--- src/design/bmhpq_pkg.sv ---
// Shared types, codes and constants of the binary max-heap priority queue.
`default_nettype none

package bmhpq_pkg;

    // Default number of heap slots
    localparam int CAPACITY_DEF = 64;

    // Field widths
    localparam int KEY_W  = 32;
    localparam int MODE_W = 2;
    localparam int STAT_W = 2;
    localparam int CNT_W  = 7;

    // Request modes
    localparam logic [MODE_W-1:0] MODE_INSERT = 2'd0;
    localparam logic [MODE_W-1:0] MODE_POP    = 2'd1;
    localparam logic [MODE_W-1:0] MODE_REMOVE = 2'd2;
    localparam logic [MODE_W-1:0] MODE_PEEK   = 2'd3;

    // Result status codes
    localparam logic [STAT_W-1:0] STAT_OK       = 2'd0;
    localparam logic [STAT_W-1:0] STAT_FULL     = 2'd1;
    localparam logic [STAT_W-1:0] STAT_EMPTY    = 2'd2;
    localparam logic [STAT_W-1:0] STAT_NOTFOUND = 2'd3;

    // Request payload
    typedef struct packed {
        logic [MODE_W-1:0]       mode;
        logic signed [KEY_W-1:0] key;
    } req_t;

    // Result payload
    typedef struct packed {
        logic [STAT_W-1:0]       status;
        logic signed [KEY_W-1:0] result_key;
        logic [CNT_W-1:0]        element_count;
    } rsp_t;

    // Finished result handed from the controller to the output stage
    typedef struct packed {
        logic load;
        rsp_t rsp;
    } rsp_load_t;

    // Controller states
    typedef enum logic [3:0] {
        S_IDLE,
        S_ROOT_RD,
        S_ROOT_WAIT,
        S_LAST_RD,
        S_LAST_WAIT,
        S_SCAN,
        S_DN_RDL,
        S_DN_RDR,
        S_DN_CMP,
        S_UP_RD,
        S_UP_CMP,
        S_FINAL_WR,
        S_DONE
    } state_t;

endpackage

`default_nettype wire

--- src/design/binary_max_heap_priority_queue.sv ---
// Top level of the bounded binary max-heap priority queue.
//
// Request channel s_valid/s_ready/s_req carries a mode (insert, pop, remove,
// peek) and a signed 32-bit key. Result channel m_valid/m_ready/m_rsp gives
// one result per request: status, key and the element count afterwards.
// Requests are handled one at a time; the heap lives in a single RAM with a
// registered read, so each sift level costs memory round trips:
//   insert      : climbs L levels, with a last compare and no swap when the key
//                 stops below the root (L at most log2(CAPACITY))
//   pop         : root read, last-slot read, then L levels descended; the
//                 last-slot read ends it when it takes the only key
//   peek        : root read only
//   remove      : scan at one slot a cycle (a miss ends the scan with not found),
//                 then as pop less the root read, plus a climb of levels when the
//                 moved key climbs
//   full/empty  : answered without a memory access
// A new request is taken while the previous result still sits in the output
// register; a result waits in the controller only if that register is full.
// A stalled receiver holds m_rsp steady and eventually blocks new requests.
// Reset (aresetn low, synchronous) empties the heap and drops any held result;
// RAM contents are left as they are since only slots below the count are read.
`default_nettype none

module binary_max_heap_priority_queue #(
    parameter int CAPACITY = bmhpq_pkg::CAPACITY_DEF
) (
    input  wire logic            aclk,
    input  wire logic            aresetn,
    input  wire logic            s_valid,
    output logic                 s_ready,
    input  wire bmhpq_pkg::req_t s_req,
    output logic                 m_valid,
    input  wire logic            m_ready,
    output bmhpq_pkg::rsp_t      m_rsp
);

    localparam int AW = (CAPACITY > 1) ? $clog2(CAPACITY) : 1;
    localparam int KW = bmhpq_pkg::KEY_W;

    logic                 rd_en;
    logic [AW-1:0]        rd_addr;
    logic [KW-1:0]        rd_data;
    logic                 wr_en;
    logic [AW-1:0]        wr_addr;
    logic [KW-1:0]        wr_data;
    logic                 out_free;
    bmhpq_pkg::rsp_load_t rsp_ld;

    // Heap slot storage
    bmhpq_ram #(
        .WIDTH  (KW),
        .DEPTH  (CAPACITY),
        .ADDR_W (AW)
    ) u_ram (
        .aclk    (aclk),
        .wr_en   (wr_en),
        .wr_addr (wr_addr),
        .wr_data (wr_data),
        .rd_en   (rd_en),
        .rd_addr (rd_addr),
        .rd_data (rd_data)
    );

    // Request sequencer
    bmhpq_ctrl #(
        .CAPACITY (CAPACITY),
        .ADDR_W   (AW)
    ) u_ctrl (
        .aclk     (aclk),
        .aresetn  (aresetn),
        .s_valid  (s_valid),
        .s_ready  (s_ready),
        .s_req    (s_req),
        .rd_en    (rd_en),
        .rd_addr  (rd_addr),
        .rd_data  (rd_data),
        .wr_en    (wr_en),
        .wr_addr  (wr_addr),
        .wr_data  (wr_data),
        .out_free (out_free),
        .rsp_ld   (rsp_ld)
    );

    // Result register
    bmhpq_out u_out (
        .aclk     (aclk),
        .aresetn  (aresetn),
        .rsp_ld   (rsp_ld),
        .out_free (out_free),
        .m_valid  (m_valid),
        .m_ready  (m_ready),
        .m_rsp    (m_rsp)
    );

endmodule

`default_nettype wire

--- src/design/bmhpq_ram.sv ---
// Generic single-write, single-read synchronous RAM with registered read data.
`default_nettype none

module bmhpq_ram #(
    parameter int WIDTH  = 32,
    parameter int DEPTH  = 64,
    parameter int ADDR_W = (DEPTH > 1) ? $clog2(DEPTH) : 1
) (
    input  wire logic              aclk,
    input  wire logic              wr_en,
    input  wire logic [ADDR_W-1:0] wr_addr,
    input  wire logic [WIDTH-1:0]  wr_data,
    input  wire logic              rd_en,
    input  wire logic [ADDR_W-1:0] rd_addr,
    output logic      [WIDTH-1:0]  rd_data
);

    logic [WIDTH-1:0] mem [DEPTH];

    // Write port and registered read port
    always_ff @(posedge aclk) begin
        if (wr_en) begin
            mem[wr_addr] <= wr_data;
        end
        if (rd_en) begin
            rd_data <= mem[rd_addr];
        end
    end

endmodule

`default_nettype wire

--- src/design/bmhpq_ctrl.sv ---
// Heap controller: sequences slot reads, compares and write-backs for each request.
`default_nettype none

module bmhpq_ctrl #(
    parameter int CAPACITY = bmhpq_pkg::CAPACITY_DEF,
    parameter int ADDR_W   = (CAPACITY > 1) ? $clog2(CAPACITY) : 1
) (
    input  wire logic                              aclk,
    input  wire logic                              aresetn,
    // request channel
    input  wire logic                              s_valid,
    output logic                                   s_ready,
    input  wire bmhpq_pkg::req_t                   s_req,
    // heap memory
    output logic                                   rd_en,
    output logic [ADDR_W-1:0]                      rd_addr,
    input  wire logic [bmhpq_pkg::KEY_W-1:0]       rd_data,
    output logic                                   wr_en,
    output logic [ADDR_W-1:0]                      wr_addr,
    output logic [bmhpq_pkg::KEY_W-1:0]            wr_data,
    // output stage
    input  wire logic                              out_free,
    output bmhpq_pkg::rsp_load_t                   rsp_ld
);

    localparam int CW     = $clog2(CAPACITY + 1);
    localparam int IW     = ADDR_W + 2;
    localparam int KW     = bmhpq_pkg::KEY_W;
    localparam int CNT_OW = bmhpq_pkg::CNT_W;

    bmhpq_pkg::state_t state_reg, state_next;

    logic [CW-1:0]              cnt_reg, cnt_next;
    logic [CW-1:0]              scan_idx_reg, scan_idx_next;
    logic                       chk_vld_reg, chk_vld_next;
    logic [ADDR_W-1:0]          chk_idx_reg, chk_idx_next;
    logic [ADDR_W-1:0]          pos_reg, pos_next;
    logic                       moved_reg, moved_next;
    logic                       has_r_reg, has_r_next;
    logic [bmhpq_pkg::MODE_W-1:0] mode_reg, mode_next;
    logic signed [KW-1:0]       key_reg, key_next;
    logic signed [KW-1:0]       mov_reg, mov_next;
    logic signed [KW-1:0]       lval_reg, lval_next;
    logic signed [KW-1:0]       rkey_reg, rkey_next;
    logic [bmhpq_pkg::STAT_W-1:0] status_reg, status_next;

    logic                       accept;
    logic signed [KW-1:0]       rd_key;
    logic [CW-1:0]              cnt_m1;
    logic [IW-1:0]              cnt_ext;
    logic [IW-1:0]              left_idx;
    logic [IW-1:0]              right_idx;
    logic                       has_left;
    logic                       has_right;
    logic [ADDR_W-1:0]          parent_idx;
    logic                       is_full;
    logic                       is_empty;
    logic                       scan_more;
    logic                       scan_hit;
    logic                       pos_live;
    logic                       left_wins;
    logic signed [KW-1:0]       cand_val;
    logic                       right_wins;
    logic                       dn_stop;
    logic signed [KW-1:0]       big_val;
    logic [ADDR_W-1:0]          big_idx;
    logic                       up_swap;

    // Shared index arithmetic and compares
    assign accept     = s_valid && s_ready;
    assign rd_key     = $signed(rd_data);
    assign cnt_m1     = cnt_reg - CW'(1);
    assign cnt_ext    = IW'(cnt_reg);
    assign left_idx   = {1'b0, pos_reg, 1'b1};
    assign right_idx  = left_idx + IW'(1);
    assign has_left   = left_idx < cnt_ext;
    assign has_right  = right_idx < cnt_ext;
    assign parent_idx = (pos_reg - ADDR_W'(1)) >> 1;
    assign is_full    = cnt_reg == CW'(CAPACITY);
    assign is_empty   = cnt_reg == '0;
    assign scan_more  = scan_idx_reg < cnt_reg;
    assign scan_hit   = chk_vld_reg && (rd_key == key_reg);
    assign pos_live   = CW'(pos_reg) < cnt_reg;

    // Pick the largest of the hole key and its children
    assign left_wins  = mov_reg < lval_reg;
    assign cand_val   = left_wins ? lval_reg : mov_reg;
    assign right_wins = has_r_reg && (cand_val < rd_key);
    assign dn_stop    = !left_wins && !right_wins;
    assign big_val    = right_wins ? rd_key : lval_reg;
    assign big_idx    = right_wins ? right_idx[ADDR_W-1:0] : left_idx[ADDR_W-1:0];
    assign up_swap    = rd_key < mov_reg;

    // Next state
    always_comb begin
        state_next = state_reg;
        case (state_reg)
            bmhpq_pkg::S_IDLE: begin
                if (accept) begin
                    case (s_req.mode)
                        bmhpq_pkg::MODE_INSERT: begin
                            state_next = is_full ? bmhpq_pkg::S_DONE : bmhpq_pkg::S_UP_RD;
                        end
                        bmhpq_pkg::MODE_REMOVE: begin
                            state_next = is_empty ? bmhpq_pkg::S_DONE : bmhpq_pkg::S_SCAN;
                        end
                        default: begin
                            state_next = is_empty ? bmhpq_pkg::S_DONE : bmhpq_pkg::S_ROOT_RD;
                        end
                    endcase
                end
            end
            bmhpq_pkg::S_ROOT_RD: begin
                state_next = bmhpq_pkg::S_ROOT_WAIT;
            end
            bmhpq_pkg::S_ROOT_WAIT: begin
                state_next = (mode_reg == bmhpq_pkg::MODE_PEEK) ? bmhpq_pkg::S_DONE
                                                                 : bmhpq_pkg::S_LAST_RD;
            end
            bmhpq_pkg::S_SCAN: begin
                if (scan_hit) begin
                    state_next = bmhpq_pkg::S_LAST_RD;
                end else if (!scan_more) begin
                    state_next = bmhpq_pkg::S_DONE;
                end
            end
            bmhpq_pkg::S_LAST_RD: begin
                state_next = bmhpq_pkg::S_LAST_WAIT;
            end
            bmhpq_pkg::S_LAST_WAIT: begin
                state_next = pos_live ? bmhpq_pkg::S_DN_RDL : bmhpq_pkg::S_DONE;
            end
            bmhpq_pkg::S_DN_RDL: begin
                if (has_left) begin
                    state_next = bmhpq_pkg::S_DN_RDR;
                end else begin
                    state_next = moved_reg ? bmhpq_pkg::S_FINAL_WR : bmhpq_pkg::S_UP_RD;
                end
            end
            bmhpq_pkg::S_DN_RDR: begin
                state_next = bmhpq_pkg::S_DN_CMP;
            end
            bmhpq_pkg::S_DN_CMP: begin
                if (dn_stop) begin
                    state_next = moved_reg ? bmhpq_pkg::S_FINAL_WR : bmhpq_pkg::S_UP_RD;
                end else begin
                    state_next = bmhpq_pkg::S_DN_RDL;
                end
            end
            bmhpq_pkg::S_UP_RD: begin
                state_next = (pos_reg == '0) ? bmhpq_pkg::S_FINAL_WR : bmhpq_pkg::S_UP_CMP;
            end
            bmhpq_pkg::S_UP_CMP: begin
                state_next = up_swap ? bmhpq_pkg::S_UP_RD : bmhpq_pkg::S_FINAL_WR;
            end
            bmhpq_pkg::S_FINAL_WR: begin
                state_next = bmhpq_pkg::S_DONE;
            end
            bmhpq_pkg::S_DONE: begin
                if (out_free) begin
                    state_next = bmhpq_pkg::S_IDLE;
                end
            end
            default: begin
                state_next = bmhpq_pkg::S_IDLE;
            end
        endcase
    end

    // Memory strobes, handshake and result hand-off
    always_comb begin
        s_ready = 1'b0;
        rd_en   = 1'b0;
        rd_addr = '0;
        wr_en   = 1'b0;
        wr_addr = pos_reg;
        wr_data = mov_reg;
        case (state_reg)
            bmhpq_pkg::S_IDLE: begin
                s_ready = 1'b1;
            end
            bmhpq_pkg::S_ROOT_RD: begin
                rd_en = 1'b1;
            end
            bmhpq_pkg::S_SCAN: begin
                rd_en   = scan_more;
                rd_addr = scan_idx_reg[ADDR_W-1:0];
            end
            bmhpq_pkg::S_LAST_RD: begin
                rd_en   = 1'b1;
                rd_addr = cnt_m1[ADDR_W-1:0];
            end
            bmhpq_pkg::S_DN_RDL: begin
                rd_en   = has_left;
                rd_addr = left_idx[ADDR_W-1:0];
            end
            bmhpq_pkg::S_DN_RDR: begin
                rd_en   = has_right;
                rd_addr = right_idx[ADDR_W-1:0];
            end
            bmhpq_pkg::S_DN_CMP: begin
                wr_en   = !dn_stop;
                wr_data = big_val;
            end
            bmhpq_pkg::S_UP_RD: begin
                rd_en   = pos_reg != '0;
                rd_addr = parent_idx;
            end
            bmhpq_pkg::S_UP_CMP: begin
                wr_en   = up_swap;
                wr_data = rd_key;
            end
            bmhpq_pkg::S_FINAL_WR: begin
                wr_en = 1'b1;
            end
            default: begin
            end
        endcase
        rsp_ld.load              = (state_reg == bmhpq_pkg::S_DONE) && out_free;
        rsp_ld.rsp.status        = status_reg;
        rsp_ld.rsp.result_key    = rkey_reg;
        rsp_ld.rsp.element_count = CNT_OW'(cnt_reg);
    end

    // Datapath register updates
    always_comb begin
        cnt_next      = cnt_reg;
        scan_idx_next = scan_idx_reg;
        chk_vld_next  = chk_vld_reg;
        chk_idx_next  = chk_idx_reg;
        pos_next      = pos_reg;
        moved_next    = moved_reg;
        has_r_next    = has_r_reg;
        mode_next     = mode_reg;
        key_next      = key_reg;
        mov_next      = mov_reg;
        lval_next     = lval_reg;
        rkey_next     = rkey_reg;
        status_next   = status_reg;
        case (state_reg)
            bmhpq_pkg::S_IDLE: begin
                if (accept) begin
                    mode_next     = s_req.mode;
                    key_next      = s_req.key;
                    mov_next      = s_req.key;
                    rkey_next     = s_req.key;
                    status_next   = bmhpq_pkg::STAT_OK;
                    scan_idx_next = '0;
                    chk_vld_next  = 1'b0;
                    case (s_req.mode)
                        bmhpq_pkg::MODE_INSERT: begin
                            if (is_full) begin
                                status_next = bmhpq_pkg::STAT_FULL;
                            end else begin
                                pos_next = cnt_reg[ADDR_W-1:0];
                                cnt_next = cnt_reg + CW'(1);
                            end
                        end
                        bmhpq_pkg::MODE_REMOVE: begin
                            if (is_empty) begin
                                status_next = bmhpq_pkg::STAT_EMPTY;
                            end
                        end
                        default: begin
                            if (is_empty) begin
                                status_next = bmhpq_pkg::STAT_EMPTY;
                                rkey_next   = '0;
                            end
                        end
                    endcase
                end
            end
            bmhpq_pkg::S_ROOT_WAIT: begin
                rkey_next = rd_key;
                pos_next  = '0;
            end
            bmhpq_pkg::S_SCAN: begin
                scan_idx_next = scan_idx_reg + CW'(1);
                chk_vld_next  = scan_more;
                chk_idx_next  = scan_idx_reg[ADDR_W-1:0];
                if (scan_hit) begin
                    pos_next = chk_idx_reg;
                end else if (!scan_more) begin
                    status_next = bmhpq_pkg::STAT_NOTFOUND;
                end
            end
            bmhpq_pkg::S_LAST_RD: begin
                cnt_next = cnt_m1;
            end
            bmhpq_pkg::S_LAST_WAIT: begin
                mov_next   = rd_key;
                moved_next = 1'b0;
            end
            bmhpq_pkg::S_DN_RDR: begin
                lval_next  = rd_key;
                has_r_next = has_right;
            end
            bmhpq_pkg::S_DN_CMP: begin
                if (!dn_stop) begin
                    pos_next   = big_idx;
                    moved_next = 1'b1;
                end
            end
            bmhpq_pkg::S_UP_CMP: begin
                if (up_swap) begin
                    pos_next = parent_idx;
                end
            end
            default: begin
            end
        endcase
    end

    // Control registers
    always_ff @(posedge aclk) begin
        if (!aresetn) begin
            state_reg   <= bmhpq_pkg::S_IDLE;
            cnt_reg     <= '0;
            chk_vld_reg <= 1'b0;
        end else begin
            state_reg   <= state_next;
            cnt_reg     <= cnt_next;
            chk_vld_reg <= chk_vld_next;
        end
    end

    // Payload registers
    always_ff @(posedge aclk) begin
        scan_idx_reg <= scan_idx_next;
        chk_idx_reg  <= chk_idx_next;
        pos_reg      <= pos_next;
        moved_reg    <= moved_next;
        has_r_reg    <= has_r_next;
        mode_reg     <= mode_next;
        key_reg      <= key_next;
        mov_reg      <= mov_next;
        lval_reg     <= lval_next;
        rkey_reg     <= rkey_next;
        status_reg   <= status_next;
    end

endmodule

`default_nettype wire

--- src/design/bmhpq_out.sv ---
// Output register stage: holds a finished result until the receiver takes it.
`default_nettype none

module bmhpq_out (
    input  wire logic                 aclk,
    input  wire logic                 aresetn,
    input  wire bmhpq_pkg::rsp_load_t rsp_ld,
    output logic                      out_free,
    output logic                      m_valid,
    input  wire logic                 m_ready,
    output bmhpq_pkg::rsp_t           m_rsp
);

    logic            valid_reg, valid_next;
    bmhpq_pkg::rsp_t rsp_reg;

    // Free once empty or being drained this cycle
    assign out_free = !valid_reg || m_ready;
    assign m_valid  = valid_reg;
    assign m_rsp    = rsp_reg;

    always_comb begin
        valid_next = valid_reg;
        if (rsp_ld.load) begin
            valid_next = 1'b1;
        end else if (m_ready) begin
            valid_next = 1'b0;
        end
    end

    always_ff @(posedge aclk) begin
        if (!aresetn) begin
            valid_reg <= 1'b0;
        end else begin
            valid_reg <= valid_next;
        end
    end

    // Capture the result on load
    always_ff @(posedge aclk) begin
        if (rsp_ld.load) begin
            rsp_reg <= rsp_ld.rsp;
        end
    end

endmodule

`default_nettype wire

--- config.mk ---
export PLATFORM = sky130hd
export DESIGN_NAME = binary_max_heap_priority_queue
export DESIGN_NICKNAME = d
export VERILOG_FILES = /design/src/design/bmhpq_pkg.sv /design/src/design/binary_max_heap_priority_queue.sv /design/src/design/bmhpq_ram.sv /design/src/design/bmhpq_ctrl.sv /design/src/design/bmhpq_out.sv
export SDC_FILE = /design/constraint.sdc
export NUM_CORES = 2
export LEC_CHECK = 0
export BUFFER_PORTS_ARGS = -buffer_cell sky130_fd_sc_hd__buf_2
export CAP_MARGIN = 20
export CORE_ASPECT_RATIO = 1.25
export CORE_MARGIN = 8
export CORE_UTILIZATION = 50
export DETAILED_ROUTE_END_ITERATION = 12
export PLACE_DENSITY = 0.8
export REMOVE_ABC_BUFFERS = 1
export SETUP_SLACK_MARGIN = 0.1
export SLEW_MARGIN = 20
export SYNTH_ARGS = -nofsm -noshare
export SYNTH_HDL_FRONTEND = slang
export SYNTH_HIERARCHICAL = 1
export SYNTH_SLANG_ARGS = --single-unit
export TNS_END_PERCENT = 1
--- constraint.sdc ---
create_clock -name aclk -period 8.7 [get_ports aclk]
set_input_delay 1.305 -clock aclk [delete_from_list [all_inputs] [get_ports aclk]]
set_output_delay 1.305 -clock aclk [all_outputs]
set_load 0.01 [all_outputs]
-- Word level (Yosys, flattened, before mapping)
Memory sizes are Yosys's and may differ from the RTL's. A register that Yosys moved wholly into a read port is not among the register bits.
Index checks and enable logic that the tools add are counted.
- memories kept: 1
- input port bits: 38
- register bits: 207
- bits in writable memories: 2048
- logic and storage cells: 148
- output and inout port bits: 43
- reductions and logical operators: 33
- add/sub/neg operators: 5
- $lt $le $gt $ge: 7
- equality and inequality tests: 26
- muxes and demuxes: 58
- memories (memory ; depth ; width ; read ports ; clocked after Yosys merged registers in ; write ports ; line ; source):
    u_ram.mem ; 64 ; 32 ; 1 ; 1 ; 1 ; bmhpq_ram.sv:18 ; logic [WIDTH-1:0] mem [DEPTH];
- operators by type and width (cell ; number):
    32-bit 2-to-1 mux ; 6
    32-bit one-hot mux with 2 select lines ; 3
    32-bit < comparator ; 3
    6-bit one-hot mux with 5 select lines ; 2
    4-bit one-hot mux with 13 select lines ; 1
    6-bit 2-to-1 mux ; 7
    4-bit 2-to-1 mux ; 10
    32-bit equality test ; 1
    7-bit 2-to-1 mux ; 4
    7-bit one-hot mux with 2 select lines ; 2
    4-bit equality test, second input constant ; 5
    4-bit by 3-bit equality test with 1-bit output, second input constant ; 4
    7-bit by 1-bit adder with 7-bit output, second input constant ; 2
    7-bit < comparator ; 2
    2-bit 2-to-1 mux ; 7
    2-bit nonzero test ; 6
    2-bit by 1-bit != test with 1-bit output, second input constant ; 5
    2-bit AND reduction ; 5
    1-bit 2-to-1 mux ; 9
    7-bit by 1-bit adder with 8-bit output, second input constant ; 1
    4-bit by 2-bit equality test with 1-bit output, second input constant ; 2
    8-bit by 7-bit < comparator with 1-bit output ; 1
    2-bit != test, second input constant ; 4
    4-bit one-hot mux with 2 select lines ; 1
    other kinds (25) ; 36

-- Logic depth before layout (Yosys ltp)
- word-level depth: 10
- mapped depth: 24
- gate-level depth less buffers: 22

-- By module
The synthesis kept the hierarchy.
- modules (own cells, without submodules) (module ; sequential area each (sq um) ; instances ; cells each ; area an instance (sq um)):
    bmhpq_ram ; 62459.9 ; 1 ; 3324 ; 78835.6
    bmhpq_ctrl ; 4834.6 ; 1 ; 1133 ; 11141.9
    bmhpq_out ; 1251.2 ; 1 ; 45 ; 1280.0

-- Least setup slack after synthesis
OpenSTA, ideal clock, no wires.
- path kind: reg2reg
- start: reg u_ctrl.mov_reg[17]
- end: mem u_ram.mem[49][0], enable pin
- clock period less this slack: 8.344 ns
- data required time: 8.239 ns
- cell stages (with the launch flop): 24
- library setup time: 0.461 ns
- slack: 0.356 ns
- buffers on the path: 2
- arrival: 7.883 ns
- path through: edfxtp_1 -> ha_1 -> a21o_1 -> a221oi_2 -> o41ai_1 -> or4_1 -> o21ai_0 -> clkbuf_1 -> buf_1 -> nand2_1 -> o21ai_0 -> ha_1 -> a2111oi_0 -> o21ai_0 -> a311oi_1 -> nor4_1 -> a2111o_1 -> a311oi_4 -> mux2i_2 -> o21ai_0 -> o21ai_0 -> nor2b_1 -> nand4_1 -> nor3_1
- longest elaborated chain between the ends: 10
- elaborated cells between the ends (all ways): 12
- those cells by class: 3 x order compare; 4 x mux; 5 x reduce/logical
- RTL lines (what ; line ; source):
    start, declared ; bmhpq_ctrl.sv:42 ; logic signed [KW-1:0] mov_reg, mov_next;
    start signal, assigned ; bmhpq_ctrl.sv:336 ; mov_reg <= mov_next;
    32-bit < comparator ; bmhpq_ctrl.sv:86 ; assign left_wins = mov_reg < lval_reg;
    32-bit 2-to-1 mux ; bmhpq_ctrl.sv:87 ; assign cand_val = left_wins ? lval_reg : mov_reg;
    32-bit < comparator ; bmhpq_ctrl.sv:88 ; assign right_wins = has_r_reg && (cand_val < rd_key);
    1-bit logical AND ; bmhpq_ctrl.sv:88 ;
    1-bit zero test ; bmhpq_ctrl.sv:89 ; assign dn_stop = !left_wins && !right_wins;
    1-bit logical AND ; bmhpq_ctrl.sv:89 ;
    1-bit zero test ; bmhpq_ctrl.sv:202 ; wr_en = !dn_stop;
    1-bit one-hot mux with 3 select lines * ; bmhpq_ctrl.sv:178 ; case (state_reg)
    via wr_en ; binary_max_heap_priority_queue.sv:43 ; logic wr_en;
    1-bit 2-to-1 mux * ; bmhpq_ram.sv:22 ; if (wr_en) begin
    1-bit 2-to-1 mux (not written as such) * ; bmhpq_ram.sv:23 ; mem[wr_addr] <= wr_data;
    end, declared ; bmhpq_ram.sv:18 ;
Mark *: on every way through the listed nets, which the timed path passes. The rest lies on a longest branch.

-- Worst setup path in the final report
- start: reg u_ctrl.mov_reg[17]
- end: mem u_ram.mem[51][29], enable pin
The elaborated chain is that of the path after synthesis.

==> flow_summary_export.csv <==
group,metric,value,unit
outcome,status,"finished clean",
setup_path,r2r_start,"u_ctrl/mov_reg[17]",
die,coreArea,0.1817,mm2
drt,first_pass_iters,6,
cts,cts_max_path_buffers,3,
min_path,hold_path_depth,0,
grt,grt_pass1_wl,341500,um
cts,post_cts_buffers,0,
setup_path,worstRegToRegCells,22,
logic_synthesis,syn_area,0.09126,mm2
cells_and_area,multi_input_area,0.02185,mm2
grt,grt_pass1_vias,48602,
drt,drt_iter0_markers,6911,
timing,hold_violations,0,
drt,top_layer,"met4",
die,rows,175,
grt,globalRouteTotalUtil,0.2386,
min_path,hold_path_class,"register to register",
logic_synthesis,ys_warn_count,6,
setup_path,critical_path_class,"register to register",
cts,cts_resized,0,
drt,antenna_left,0,
cts,ctsHoldBuffers,0,
cells_and_area,utilization,0.5680,
timing,worst_pin_slew,1.219,ns
setup_path,rrSetupSlack,0.44,ns
cts,cts_tree,"done",
drt,wl_met3,24220,um
drt,met1Wirelength,79930,um
die,die-height,493.6,um
drt,totalWireLength,238900,um
setup_path,path_max_fanout,39,
timing,clock.fmax,0.1210,GHz
timing,maxSlewHeadroom,0.1874,
grt,antenna_found_initial,3,
die,start_util,0.5021,
job,maxCapViolations,0,
timing,rsz0062_at_grt,"no",
setup_path,cp.required,9.22,ns
logic_synthesis,avgSynthCellArea,20.27,um2
die,io_pins,81,
cts,cts_root_buffer,"clkbuf_16",
drt,wl_met2,116900,um
drt,viasPerCell,6.538,
cells_and_area,syn_to_final_growth,13.11,%
drt,vias,47714,
grt,grt_max_degree,108,
cts,htree_num_levels,4,
timing,fin_hold_ws,0.4192,ns
timing,fin_skew,0.04633,ns
placed_design,place.gp.congestion,0.9074,
logic_synthesis,synthDistinctLibCells,73,
pwr,p_per_area,324.7,mW/mm2
timing,post-route-min-period,8.264,ns
grt,globalRouteOverflowTotal,0,
placed_design,io_buffers,80,
cells_and_area,largest_reg_flops,2048,
cts,clock-sinks,2287,
setup_path,crit_arrival,8.78,ns
cells_and_area,drive_gt1_frac,0.2529,
cells_and_area,regArea,0.06855,mm2
cells_and_area,largest_register,"u_ram/mem",
timing,drv_slew,0,
setup_path,endpoint_kind,"register",
drt,wl_per_cell,32.74,um
logic_synthesis,ys_ff_latch,2287,
cells_and_area,final_nets,4893,
pwr,ir_drop,363.2,uV
setup_path,critPathLaunchType,"register",
logic_synthesis,synthCells,4502,
die,die-width,398.1,um
pwr,power_leakage,0.03213,uW
logic_synthesis,synth_ff_type,"edfxtp_1",
logic_synthesis,synthArstFlopShare,0,
logic_synthesis,synth_edf_count,2274,
die,die_area,0.1965,mm2
cells_and_area,fillerInstances,12509,
drt,remaining_drc_errors,0,
cts,path_clk_slew,0.07,ns
setup_path,crit_path_start,"u_ctrl/mov_reg[17]",
placed_design,dpl.hpwl,137200,um
min_path,hp-start,"u_ctrl/rkey_reg[13]",
timing,fin_crit_sh,0.9498,
cts,cts_buffers,199,
logic_synthesis,yosysSeqAreaShare,0.7511,
cts,clock_latency,0.85,ns
timing,finalSetupViolCount,0,
[path summary, 6_finish.rpt]
check                                    endpoint
worst min-delay path              u_out/m_rsp[20]
worst max-delay path            u_ram/mem[51][29]
worst min register to register    u_out/m_rsp[20]
worst max register to register  u_ram/mem[51][29]
[cells by family (layout without fill, tap and decap cells)]
family	count (synthesis)	count (layout)	share of synthesized area
muxes	646	646	0.1455
and+or+nand+nor	537	537	0.02698
buffers and inverters	345	751	0.01658
DFF	2287	2287	0.7511
other	0	1	0
AOI/OAI and AO/OA	510	510	0.03784
xor gates and xnor gates	56	56	0.005375
adders and majority gates	121	121	0.01659
[layer usage]
metal / track usage / up-vias
li1: - / 19140
met1: 0.2908 / 24495
met2: 0.3946 / 3402
met3: 0.04442 / 677
met4: 0.1504 / 0
met5: 0 / -
[layout make-up]
cell class / instances / area share
flip-flops and latches: 2287 / 0.6640
multi-input cells: 1870 / 0.2117
clock buffers: 231 / 0.05023
well taps: 2389 / 0.02896
repair buffers: 261 / 0.02528
clock inverters: 144 / 0.01556
inverters: 115 / 0.004182
diodes: 1 / 0.00002424
[placed cells by master, fill, tap and decap left out, types with 42 or more instances in the layout]
master,count
mux2i_1,99
nor2_4,63
o21ai_0,97
a21oi_1,107
ha_1,121
buf_2,80
buf_4,113
edfxtp_1,2274
clkbuf_16,203
mux4_2,544
nor2_1,149
o22ai_1,88
buf_12,68
inv_1,114
nand2_1,134
clkinv_1,42
[synth_stat cells, types with 4 or more instances]
cell | count | share of area
edfxtp_1 | 2274 | 0.75
a22oi_1 | 14 | 0.0012
nand2b_1 | 24 | 0.0016
and3_1 | 8 | 0.00055
o32ai_1 | 4 | 0.00038
o21a_1 | 9 | 0.00074
a31oi_1 | 11 | 0.00075
a21o_1 | 15 | 0.0012
buf_4 | 28 | 0.0023
xor2_1 | 38 | 0.0036
nand2_1 | 135 | 0.0056
or3b_2 | 4 | 0.00038
inv_1 | 114 | 0.0047
xnor2_1 | 18 | 0.0017
nand4_1 | 22 | 0.0015
and2_1 | 5 | 0.00034
mux2i_1 | 99 | 0.011
nand3_1 | 27 | 0.0015
a211oi_1 | 6 | 0.00049
a22o_1 | 32 | 0.0031
a21oi_1 | 108 | 0.0059
buf_6 | 5 | 0.00062
o211ai_1 | 9 | 0.00074
ha_1 | 121 | 0.017
o221ai_1 | 32 | 0.0031
a41o_1 | 4 | 0.00044
nor4_1 | 14 | 0.00096
nor2b_1 | 23 | 0.0016
mux4_2 | 544 | 0.13
o21ai_0 | 100 | 0.0055
a221o_1 | 33 | 0.0036
clkbuf_1 | 107 | 0.0044
buf_1 | 30 | 0.0012
nand3b_1 | 6 | 0.00049
dfxtp_1 | 13 | 0.0029
or3_1 | 10 | 0.00069
nor2_1 | 215 | 0.0088
o22ai_1 | 89 | 0.0061
nor3_1 | 27 | 0.0015
a221oi_1 | 4 | 0.00038
a311oi_1 | 11 | 0.0011
o31ai_1 | 4 | 0.00033
buf_2 | 60 | 0.0033
[power breakdown]
group / switching [uW] / leakage, uW / internal, uW
Sequential: 389 / 0.0207 / 14900
Clock: 4080 / 0.00328 / 5140
Combinational: 6330 / 0.00819 / 2640
Total: 10800 / 0.0321 / 22700
[through the flow]
step           total power (uW)  TNS (ns)  setup slack [ns]  std cells  area, um2
3_5_place_dp              24220         0            0.7240       6922      96430
3_3_place_gp              23880         0            0.8718       6922      96430
4_1_cts                   33410         0            0.5843       7297     103200
2_1_floorplan             23210  -6196.82            -45.32       4272      90180
6_report                  33520         0            0.4365       7298     103200
5_1_grt                   34330         0            0.1235       7298     103200
[worst max-delay path: stages (launching register included)]
cell and delay, ns:
edfxtp_1 0.41, ha_1 0.32, a21o_1 0.19, a221oi_2 0.31, o41ai_1 0.14, or4_1 0.52, o21ai_4 0.74, buf_4 0.32
buf_4 0.23, o21ai_0 0.10, ha_1 0.43, nand4_1 0.25, nor4_1 0.49, nand4_1 0.15, a31oi_1 0.30, a311oi_4 0.21
mux2i_2 0.53, o21ai_0 0.26, o21ai_1 0.47, nor2b_1 0.25, nand4_1 0.43, nor2_4 0.59, buf_12 0.25
Power figures use the tool's default switching activity.
